<file path="config.mk">
export PLATFORM = sky130hd
export DESIGN_NAME = days_between_dates
export DESIGN_NICKNAME = d
export VERILOG_FILES = /design/src/hdl/dbd_pkg.sv /design/src/hdl/days_between_dates.sv /design/src/hdl/dbd_day_num.sv /design/src/hdl/dbd_diff.sv
export SDC_FILE = /design/constraint.sdc
export NUM_CORES = 2
export LEC_CHECK = 0
export BUFFER_PORTS_ARGS = -buffer_cell sky130_fd_sc_hd__buf_2
export CORE_MARGIN = 2
export CORE_UTILIZATION = 33
export DETAILED_ROUTE_END_ITERATION = 16
export PLACE_DENSITY = 0.49
export REMOVE_ABC_BUFFERS = 1
export SLEW_MARGIN = 20
export SYNTH_ARGS = -nofsm -noshare
export SYNTH_HDL_FRONTEND = slang
export SYNTH_SLANG_ARGS = --single-unit
</file>
<file path="constraint.sdc">
create_clock -name clk -period 17.7 [get_ports clk]
set_input_delay 1.77 -clock clk [delete_from_list [all_inputs] [get_ports clk]]
set_output_delay 1.77 -clock clk [all_outputs]
set_load 0.01 [all_outputs]
</file>
<file path="src/hdl/dbd_pkg.sv">
package dbd_pkg;

  // request field widths
  localparam int YEAR_W  = 14;
  localparam int MONTH_W = 4;
  localparam int DAY_W   = 5;

  // day number of any 14-bit year fits in 23 bits
  localparam int DNUM_W  = 23;
  localparam int COUNT_W = 22;
  localparam int DOY_W   = 9;

  localparam int IN_DATA_W  = 48;
  localparam int OUT_DATA_W = 24;

  localparam int unsigned DEFAULT_MAX_YEAR = 9999;
  localparam int MAXY_W = 17;

  localparam logic [COUNT_W-1:0] COUNT_MAX = '1;

  // x / 100 == (x * 5243) >> 19, exact for x below 43690
  localparam int PROD_W      = 28;
  localparam int RECIP_100   = 5243;
  localparam int RECIP_SHIFT = 19;
  localparam int QUOT_W      = 8;

  localparam logic [MONTH_W-1:0] MONTH_JAN = 4'd1;
  localparam logic [MONTH_W-1:0] MONTH_FEB = 4'd2;
  localparam logic [MONTH_W-1:0] MONTH_DEC = 4'd12;

  typedef struct packed {
    logic en1;
    logic en2;
    logic en3;
  } pipe_en_t;

  // days in the whole months before month m of a common year
  function automatic logic [DOY_W-1:0] days_before_month(input logic [MONTH_W-1:0] m);
    logic [DOY_W-1:0] r;
    unique case (m)
      4'd1:    r = 9'd0;
      4'd2:    r = 9'd31;
      4'd3:    r = 9'd59;
      4'd4:    r = 9'd90;
      4'd5:    r = 9'd120;
      4'd6:    r = 9'd151;
      4'd7:    r = 9'd181;
      4'd8:    r = 9'd212;
      4'd9:    r = 9'd243;
      4'd10:   r = 9'd273;
      4'd11:   r = 9'd304;
      4'd12:   r = 9'd334;
      default: r = 9'd0;
    endcase
    return r;
  endfunction

endpackage

</file>
<file path="src/hdl/days_between_dates.sv">
// Absolute day distance between two Gregorian dates, one request per clock unless the output
// stalls. The pipeline has a stage of reciprocal multiplies for the century and 400-year
// counts, a stage for the leap test and partial sums, a stage for the day number and a stage
// for the absolute difference that is also the output register. Every stage holds only
// while the stage after it is full and stalled, so bubbles are squeezed out and a stalled
// output still lets new requests in until the pipeline is full. Years above MAX_YEAR are
// clamped to it, months outside 1..12 are clamped, days are added to the start of the month
// unchecked, and the count saturates at the top of its 22-bit field.
module days_between_dates #(
  parameter int unsigned MAX_YEAR = dbd_pkg::DEFAULT_MAX_YEAR
) (
  input  logic                            clk,
  input  logic                            rst,
  input  logic                            s_axis_tvalid,
  output logic                            s_axis_tready,
  // year_a[13:0], month_a[17:14], day_a[22:18], year_b[36:23], month_b[40:37],
  // day_b[45:41], zero fill
  input  logic [dbd_pkg::IN_DATA_W-1:0]   s_axis_tdata,
  output logic                            m_axis_tvalid,
  input  logic                            m_axis_tready,
  // day_count[21:0], zero fill
  output logic [dbd_pkg::OUT_DATA_W-1:0]  m_axis_tdata
);
  import dbd_pkg::*;

  logic [YEAR_W-1:0]  year_a;
  logic [MONTH_W-1:0] month_a;
  logic [DAY_W-1:0]   day_a;
  logic [YEAR_W-1:0]  year_b;
  logic [MONTH_W-1:0] month_b;
  logic [DAY_W-1:0]   day_b;

  assign year_a  = s_axis_tdata[13:0];
  assign month_a = s_axis_tdata[17:14];
  assign day_a   = s_axis_tdata[22:18];
  assign year_b  = s_axis_tdata[36:23];
  assign month_b = s_axis_tdata[40:37];
  assign day_b   = s_axis_tdata[45:41];

  logic     v1;
  logic     v2;
  logic     v3;
  logic     v4;
  logic     en4;
  pipe_en_t en;

  // a stage may load when empty or when its successor moves
  always_comb begin
    en4    = !v4 || m_axis_tready;
    en.en3 = !v3 || en4;
    en.en2 = !v2 || en.en3;
    en.en1 = !v1 || en.en2;
  end

  assign s_axis_tready = en.en1;

  always_ff @(posedge clk) begin
    if (rst) begin
      v1 <= 1'b0;
      v2 <= 1'b0;
      v3 <= 1'b0;
      v4 <= 1'b0;
    end else begin
      if (en.en1) v1 <= s_axis_tvalid;
      if (en.en2) v2 <= v1;
      if (en.en3) v3 <= v2;
      if (en4)    v4 <= v3;
    end
  end

  logic [DNUM_W-1:0]  num_a;
  logic [DNUM_W-1:0]  num_b;
  logic [COUNT_W-1:0] day_count;

  dbd_day_num #(.MAX_YEAR(MAX_YEAR)) u_num_a (
    .clk     (clk),
    .en      (en),
    .year    (year_a),
    .month   (month_a),
    .day     (day_a),
    .day_num (num_a)
  );

  dbd_day_num #(.MAX_YEAR(MAX_YEAR)) u_num_b (
    .clk     (clk),
    .en      (en),
    .year    (year_b),
    .month   (month_b),
    .day     (day_b),
    .day_num (num_b)
  );

  dbd_diff u_diff (
    .clk       (clk),
    .en        (en4),
    .num_a     (num_a),
    .num_b     (num_b),
    .day_count (day_count)
  );

  assign m_axis_tvalid = v4;
  assign m_axis_tdata  = {(OUT_DATA_W-COUNT_W)'(0), day_count};

  // an empty output stage means the whole chain can move
  a_ready_when_out_empty: assert property (@(posedge clk) disable iff (rst)
    !m_axis_tvalid |-> s_axis_tready)
    else $error("input stalled while output stage empty");

  // a full stalled pipeline must refuse new requests
  a_full_stall_blocks: assert property (@(posedge clk) disable iff (rst)
    (v1 && v2 && v3 && v4 && !m_axis_tready) |-> !s_axis_tready)
    else $error("request accepted into a full stalled pipeline");

  // a stage that holds a request and cannot move keeps it
  a_stage3_holds: assert property (@(posedge clk) disable iff (rst)
    (v3 && v4 && !m_axis_tready) |=> v3)
    else $error("request lost in stage three during stall");

endmodule

</file>
<file path="src/hdl/dbd_day_num.sv">
module dbd_day_num #(
  parameter int unsigned MAX_YEAR = dbd_pkg::DEFAULT_MAX_YEAR
) (
  input  logic                         clk,
  input  dbd_pkg::pipe_en_t            en,
  input  logic [dbd_pkg::YEAR_W-1:0]   year,
  input  logic [dbd_pkg::MONTH_W-1:0]  month,
  input  logic [dbd_pkg::DAY_W-1:0]    day,
  output logic [dbd_pkg::DNUM_W-1:0]   day_num
);
  import dbd_pkg::*;

  localparam logic [MAXY_W-1:0] MAX_Y = MAXY_W'(MAX_YEAR);

  // stage 1: clamp, reciprocal multiplies
  logic [YEAR_W-1:0]  y_sat;
  logic [MONTH_W-1:0] m_sat;
  logic [YEAR_W:0]    t100;
  logic [YEAR_W:0]    t400;
  logic [YEAR_W:0]    t4;

  logic [DNUM_W-1:0]  s1_y365;
  logic [PROD_W-1:0]  s1_p100c;
  logic [PROD_W-1:0]  s1_p100f;
  logic [PROD_W-1:0]  s1_p400c;
  logic [YEAR_W-2:0]  s1_c4;
  logic [1:0]         s1_ylo;
  logic [MONTH_W-1:0] s1_m;
  logic [DAY_W-1:0]   s1_d;

  always_comb begin
    if (MAXY_W'(year) > MAX_Y) begin
      y_sat = MAX_Y[YEAR_W-1:0];
    end else begin
      y_sat = year;
    end
    priority if (month < MONTH_JAN) begin
      m_sat = MONTH_JAN;
    end else if (month > MONTH_DEC) begin
      m_sat = MONTH_DEC;
    end else begin
      m_sat = month;
    end
    t4   = (YEAR_W+1)'(y_sat) + (YEAR_W+1)'(3);
    t100 = (YEAR_W+1)'(y_sat) + (YEAR_W+1)'(99);
    t400 = (YEAR_W+1)'(y_sat) + (YEAR_W+1)'(399);
  end

  always_ff @(posedge clk) begin
    if (en.en1) begin
      s1_y365  <= DNUM_W'(y_sat) * DNUM_W'(365);
      s1_p100c <= PROD_W'(t100) * PROD_W'(RECIP_100);
      s1_p100f <= PROD_W'(y_sat) * PROD_W'(RECIP_100);
      // ceil(y/400) = ceil((y+3)/4 ... ) taken as ((y+399)>>2)/100
      s1_p400c <= PROD_W'(t400[YEAR_W:2]) * PROD_W'(RECIP_100);
      s1_c4    <= t4[YEAR_W:2];
      s1_ylo   <= y_sat[1:0];
      s1_m     <= m_sat;
      s1_d     <= day;
    end
  end

  // stage 2: quotients, leap test, day of year
  logic [QUOT_W-1:0] c100;
  logic [QUOT_W-1:0] f100;
  logic [QUOT_W-1:0] c400;
  logic              leap;
  logic [DOY_W-1:0]  doy;

  logic [DNUM_W-1:0] s2_a;
  logic [DOY_W-1:0]  s2_b;

  always_comb begin
    c100 = s1_p100c[RECIP_SHIFT +: QUOT_W];
    f100 = s1_p100f[RECIP_SHIFT +: QUOT_W];
    c400 = s1_p400c[RECIP_SHIFT +: QUOT_W];
    // ceil equals floor only for whole centuries
    leap = (s1_ylo == 2'b00) && ((c100 != f100) || (f100[1:0] == 2'b00));
    doy  = days_before_month(s1_m) + DOY_W'(leap && (s1_m > MONTH_FEB)) + DOY_W'(s1_d);
  end

  always_ff @(posedge clk) begin
    if (en.en2) begin
      s2_a <= s1_y365 + DNUM_W'(s1_c4) - DNUM_W'(c100);
      s2_b <= doy + DOY_W'(c400);
    end
  end

  // stage 3: final sum
  always_ff @(posedge clk) begin
    if (en.en3) begin
      day_num <= s2_a + DNUM_W'(s2_b);
    end
  end

endmodule

</file>
<file path="src/hdl/dbd_diff.sv">
module dbd_diff (
  input  logic                         clk,
  input  logic                         en,
  input  logic [dbd_pkg::DNUM_W-1:0]   num_a,
  input  logic [dbd_pkg::DNUM_W-1:0]   num_b,
  output logic [dbd_pkg::COUNT_W-1:0]  day_count
);
  import dbd_pkg::*;

  logic [DNUM_W-1:0]  diff;
  logic [COUNT_W-1:0] count_sat;

  always_comb begin
    if (num_a >= num_b) begin
      diff = num_a - num_b;
    end else begin
      diff = num_b - num_a;
    end
    if (diff > DNUM_W'(COUNT_MAX)) begin
      count_sat = COUNT_MAX;
    end else begin
      count_sat = diff[COUNT_W-1:0];
    end
  end

  always_ff @(posedge clk) begin
    if (en) begin
      day_count <= count_sat;
    end
  end

endmodule

</file>
## Word-level counts from Yosys, hierarchy flattened

Memory sizes are Yosys's and may differ from the RTL's.
Cells that the tools add are included.

- $add $sub $neg: 20
- $mul: 8
- Magnitude comparators: 10
- Equality and inequality tests: 2
- Mux-type cells: 5
- Reduce and logical (&&, ||, !) cells: 20

Operators with widths:

| kind | number |
|---|---|
| 14-bit by 13-bit multiplier with 27-bit output, second input constant | 2 |
| 15-bit by 13-bit multiplier with 27-bit output, second input constant | 2 |
| 13-bit by 13-bit multiplier with 26-bit output, second input constant | 2 |
| 23-bit by 13-bit adder with 23-bit output | 2 |
| 23-bit by 9-bit adder with 23-bit output | 2 |
| 14-bit by 9-bit multiplier with 23-bit output, second input constant | 2 |
| 23-bit subtractor | 2 |
| 23-bit by 8-bit subtractor with 23-bit output | 2 |
| 14-bit by 2-bit adder with 15-bit output, second input constant | 2 |
| 14-bit by 7-bit adder with 15-bit output, second input constant | 2 |
| 14-bit by 9-bit adder with 15-bit output, second input constant | 2 |
| 14-bit > comparator, second input constant | 2 |
| 14-bit 2-to-1 mux | 2 |
| 23-bit >= comparator | 1 |
| 23-bit by 22-bit > comparator with 1-bit output, second input constant | 1 |
| 23-bit 2-to-1 mux | 1 |
| 9-bit by 1-bit adder with 9-bit output | 2 |
| 9-bit by 5-bit adder with 9-bit output | 2 |
| 9-bit by 7-bit adder with 9-bit output | 2 |
| 8-bit != test | 2 |
| 4-bit by 2-bit > comparator with 1-bit output, second input constant | 2 |
| 4-bit > comparator, second input constant | 2 |
| 2-bit logical NOT | 4 |
| 4-bit by 1-bit < comparator with 1-bit output, second input constant | 2 |
| 5 further kinds | 18 |

- Flip-flop bits (word level): 390
- ROM bits: 288
- Bits of input ports: 52
- Output and inout port bits: 26
- Word-level logic and storage cells: 96
- Memories kept: 2

Memory list:

| name | words | width | read ports | clocked after memory_dff | write ports | RTL line | source |
|---|---|---|---|---|---|---|---|
| (name not given) | 16 | 9 | 1 | 0 | 0 | dbd_pkg.sv:40 | `unique case (m)` |
| (name not given) | 16 | 9 | 1 | 0 | 0 | dbd_pkg.sv:40 |  |

## Longest topological paths before layout

- Depth in word-level cells: 7
- Mapped depth: 37
- Mapped depth without buffers: 33

## Modules after synthesis

A second synthesis with hierarchy kept.

- Cells, all modules: 4,254
- Area total of the unflattened synthesis: 42,131.7 um^2

Modules (own cells, without submodules):

| module | instances | cells each | area each (um^2) | sequential area each (um^2) |
|---|---|---|---|---|
| dbd_day_num at u_num_b | 1 | 1,894 | 19,152.1 | 3,693.5 |
| dbd_day_num at u_num_a | 1 | 1,866 | 19,067.0 | 3,693.5 |
| dbd_diff | 1 | 475 | 3,733.6 | 660.6 |
| days_between_dates | 1 | 19 | 178.9 | 80.1 |

## Worst setup path after synthesis

Ideal clock, no wire load.

- Kind: input-to-reg
- Start point: input port s_axis_tdata[6] (netlist name)
- End point: register u_num_a.s1_p100c[26] (data pin)
- Library setup time: 0.260 ns
- Arrival time: 9.688 ns
- Data required time: 17.440 ns
- Slack: 7.752 ns
- Stages: 33
- Path buffers: 4
- Path through: buf_2 -> or4_1 -> a311o_1 -> and2_1 -> buf_2 -> clkbuf_1 -> nor2_1 -> ha_1 -> clkbuf_1 -> nor2b_1 -> and2_1 -> o31ai_1 -> nor2_1 -> and3_1 -> xnor2_1 -> inv_1 -> fa_1 -> inv_1 -> ha_1 -> fa_1 -> fa_1 -> inv_1 -> fa_1 -> inv_1 -> ha_1 -> a211o_1 -> a211o_1 -> nand2_1 -> nor2_1 -> a221o_1 -> o41a_1 -> a21oi_1 -> xnor2_1

- Longest elaborated chain between the ends: 4

Ends and longest elaborated chain:

| what | RTL line | source |
|---|---|---|
| from (decl) | days_between_dates.sv:18 | `input logic [dbd_pkg::IN_DATA_W-1:0] s_axis_tdata,` |
| 14-bit > comparator | dbd_day_num.sv:32 | `if (MAXY_W'(year) > MAX_Y) begin` |
| 14-bit 2-to-1 mux * | dbd_day_num.sv:32 |  |
| 14-bit by 7-bit adder with 15-bit output * | dbd_day_num.sv:45 | `t100 = (YEAR_W+1)'(y_sat) + (YEAR_W+1)'(99);` |
| 15-bit by 13-bit multiplier with 27-bit output * | dbd_day_num.sv:52 | `s1_p100c <= PROD_W'(t100) * PROD_W'(RECIP_100);` |
| to (signal assigned) | dbd_day_num.sv:52 |  |
| to (decl) | dbd_day_num.sv:23 | `logic [PROD_W-1:0] s1_p100c;` |

Every way passes the cells marked *; elsewhere a longest branch is shown, timed or not.
A chain may end at the register's enable or synchronous reset.

## Final worst setup path

- Start point: input port s_axis_tdata[27] (netlist name)
- End point: register u_num_b.s1_p100c[26] (data pin)

- Longest elaborated chain between the ends: 4

Ends and longest elaborated chain:

| what | RTL line | source |
|---|---|---|
| 14-bit > comparator | dbd_day_num.sv:32 |  |
| 14-bit 2-to-1 mux | dbd_day_num.sv:32 |  |
| net u_num_b.y_sat[1] | dbd_day_num.sv:16 | `logic [YEAR_W-1:0] y_sat;` |
| 14-bit by 7-bit adder with 15-bit output | dbd_day_num.sv:45 |  |
| 15-bit by 13-bit multiplier with 27-bit output | dbd_day_num.sv:52 |  |
| to (signal assigned) | dbd_day_num.sv:52 |  |
| to (decl) | dbd_day_num.sv:23 |  |

The timed path passes the listed nets, and every way through them passes these cells.

==> results.md <==
* TritonCTS clock tree: done
* Final Max Tran Viols at 0
* CORE AREA at 125,600 um2
* Clock Sinks at 272
* Largest net degree at the start of global routing at 72
* CP startpoint kind: primary input
* EDFF count, synth at 268
* Die Area at 129,200 um2
* Clk slew on worst S/H paths at 0.07 ns
* Pre-antenna DRT Iters at 5
* Drt wl/cell at 15.57 um
* Dpl cell area at 43,970 um2
* Yosys cell types at 85
* Die span in x at 359.4 um
* Predominant post-synthesis flop cell: edfxtp_1
* Slowest CP cell: fa_1
* Crit path largest cell delay at 0.58 ns
* Worst Skew at 0.03495 ns
* Fraction of layout cells with a size suffix above 1 at 4.247%
* Initial Util at 33.20%
* Hold crit path type: flip-flop to flip-flop
* Via/cell ratio at 4.539
* Clock insertion delay at the later pin of the skew report at 0.61 ns
* Vias in the first global route at 27,920
* Setup TNS Final at 0 ns
* CTS buffer count at 29
* WP data required at 18.06 ns
* Commonest non-fill, non-tap cell in the layout: inv_1
* H-tree Lvls at 1
* WS Path Type: primary input to flip-flop
* Fillers at 12,830
* RSZ-0062 raised after global routing: false
* DIE HEIGHT at 359.4 um
* Max clock buf depth at 3
* Rows at 130
* Cells after Synth at 4,232
* Synthesized area per cell at 9.851 um2
* Final GP Congestion at 0.8507
* DRC violations left at 0
* Vias at 27,050
* Post-synth top area share at 24.46%
* Initial antenna violation count at 2
* Synth warnings at 0
* Setup crit end kind: flip-flop
* Final period util at 59.36%
* Post-CTS Hold Buffers at 0
* Root Driver: clkbuf_16
* Async S/R FF share, synth at 0%
* Post-CTS setup buffers at 0
* First-pass GRT wire length at 152.8 mm
* Area growth syn-to-layout at 7.746%
* Status: finished, final reports clean
* Max-cap violations at 0
* Seq cells post-synth at 272
* Grt total ovfl at 0
* Routed WL at 92.80 mm
* PortBufs at 73
* Max-slew headroom at 30.80%
* PostCTS Resize Cnt at 0
* Post-route minimum period at 10.51 ns
* Initial DRC Count at 1,248
* Ports at 78
* Hold Vio Cnt, Final at 0
* CP max FO at 15
* ANT nets after route at 0
* Mapped cell area at 41,690 um2
* Fin nets at 5,624
* Finished Cell Area at 44,920 um2
* Leading area contributor after synthesis: ha_1
* Register area share after synthesis at 19.50%
* CP Data Arrival Time at 10.87 ns
* Synth top area cells: ha_1 (24%), fa_1 (22%), edfxtp_1 (19%), inv_1 (9.9%), xnor2_1 (4.7%)
* Ant diodes at 0
* Worst Max-Slew Pin Slew at 1.034 ns
* GR Util All Layers at 14.71%
* Setup violators final at 0
* Commonest cells after routing, fill and taps aside: inv_1 (1,098), ha_1 (815), fa_1 (468)
* Maximum operating frequency at 0.09517 GHz
* Detail Placement HPWL at 80.88 mm
==> worst max-delay path: cells and delay by family <==
kind	cells	cell delay, ns
buffers and inverters	5	1.02
XOR/XNOR	2	0.60
adder cells (fa/ha/maj)	7	2.90
AND/OR/NAND/NOR	5	1.64
AO/OA/AOI/OAI	11	2.92
==> cells in the mapped netlist, types with 6 or more instances <==
master	count
mux2_2	7
a211o_1	7
o2111ai_1	8
nor3b_1	6
and2_1	24
a2111oi_0	9
nor2_1	166
nand2_1	161
a221oi_1	6
buf_2	19
a31o_2	6
a31oi_1	21
edfxtp_1	268
o31ai_1	11
nor3_1	39
a21o_1	75
a21boi_0	12
o21ai_0	98
a211oi_1	18
or3_1	19
fa_1	468
and3_1	25
a21oi_1	177
o21bai_1	30
o211ai_1	14
clkbuf_1	39
and4_1	6
nor2b_1	37
mux2i_1	13
ha_1	815
o21a_1	28
xor2_1	58
xnor2_1	222
nor4_1	6
nand2b_1	19
inv_1	1099
nand4_1	32
or2_2	10
nand3_1	63
==> routing by layer <==
layer  global-route usage (%)  wire length [um]  vias to the layer above
li1                         -                 -                    13860
met1                    21.79             47480                    12800
met2                    23.35             40820                      310
met3                    1.362              2844                       70
met4                    2.809              1651                        0
met5                        0                 0                        -
==> final cells by class <==
cell class / count / area [um2] / area share [%]
sequential: 272 / 8128 / 18.09
inverter: 1103 / 4141 / 9.220
multi-input combinational: 2795 / 29180 / 64.95
timing repair buffer: 88 / 478.0 / 1.064
clock inverter: 21 / 202.7 / 0.4512
clock buffer: 30 / 729.5 / 1.624
tap: 1650 / 2064 / 4.596
==> stage by stage <==
| step | hold slack [ns] | util (%) | std cells | setup slack, ns |
|---|---|---|---|---|
| floorplan | 0.4291 | - | 4170 | 8.154 |
| global placement | 0.4329 | 35.01 | 5908 | 6.606 |
| detailed placement | 0.4442 | 35.02 | 5908 | 6.581 |
| CTS | 0.4606 | 35.76 | 5959 | 7.215 |
| global route | 0.5225 | 35.77 | 5959 | 6.281 |
| finish | 0.4537 | 35.77 | 5959 | 7.193 |
==> state kept, by name (all words and copies together) (netlist names), 8 cells and up <==
signal / flops
u_num_b.s1_p100f: 8
u_num_b.s1_y365: 22
u_num_b.s2_b: 9
u_num_b.s1_p100c: 8
u_num_b.day_num: 23
u_num_a.s1_p100f: 8
u_num_a.s2_b: 9
u_num_a.s2_a: 23
u_num_b.s1_c4: 13
u_num_b.s2_a: 23
u_num_a.s1_p100c: 8
u_num_a.s1_c4: 13
u_num_a.day_num: 23
u_num_a.s1_y365: 22
u_diff.day_count: 22
==> path summary, 6_finish.rpt <==
kind / startpoint / end / slack [ns] / cells past startpoint
setup / recovery: s_axis_tdata[27] / u_num_b.s1_p100c[26] / 7.19 / 30
hold / removal: v2 / v3 / 0.45 / 2
setup reg to reg: u_num_a.s1_p100c[21] / u_num_a.s2_b[8] / 13.42 / 17
hold reg to reg: v2 / v3 / 0.45 / 2
==> cells by family (layout without fill, tap and decap cells) <==
family / after synthesis / in the layout / synth area share (%)
simple gates: 634 / 634 / 7.446
flops: 272 / 272 / 19.50
buf+inv: 1166 / 1242 / 10.61
mux: 21 / 21 / 0.5552
fa+ha+maj: 1283 / 1283 / 46.93
compound gates: 571 / 571 / 8.886
other cells: 1 / 2 / 0.008995
xor+xnor: 284 / 284 / 6.065
Power is left out: the tool's default activity adds up to more than one toggle a clock period on the data nets, which glitch-free logic cannot reach.
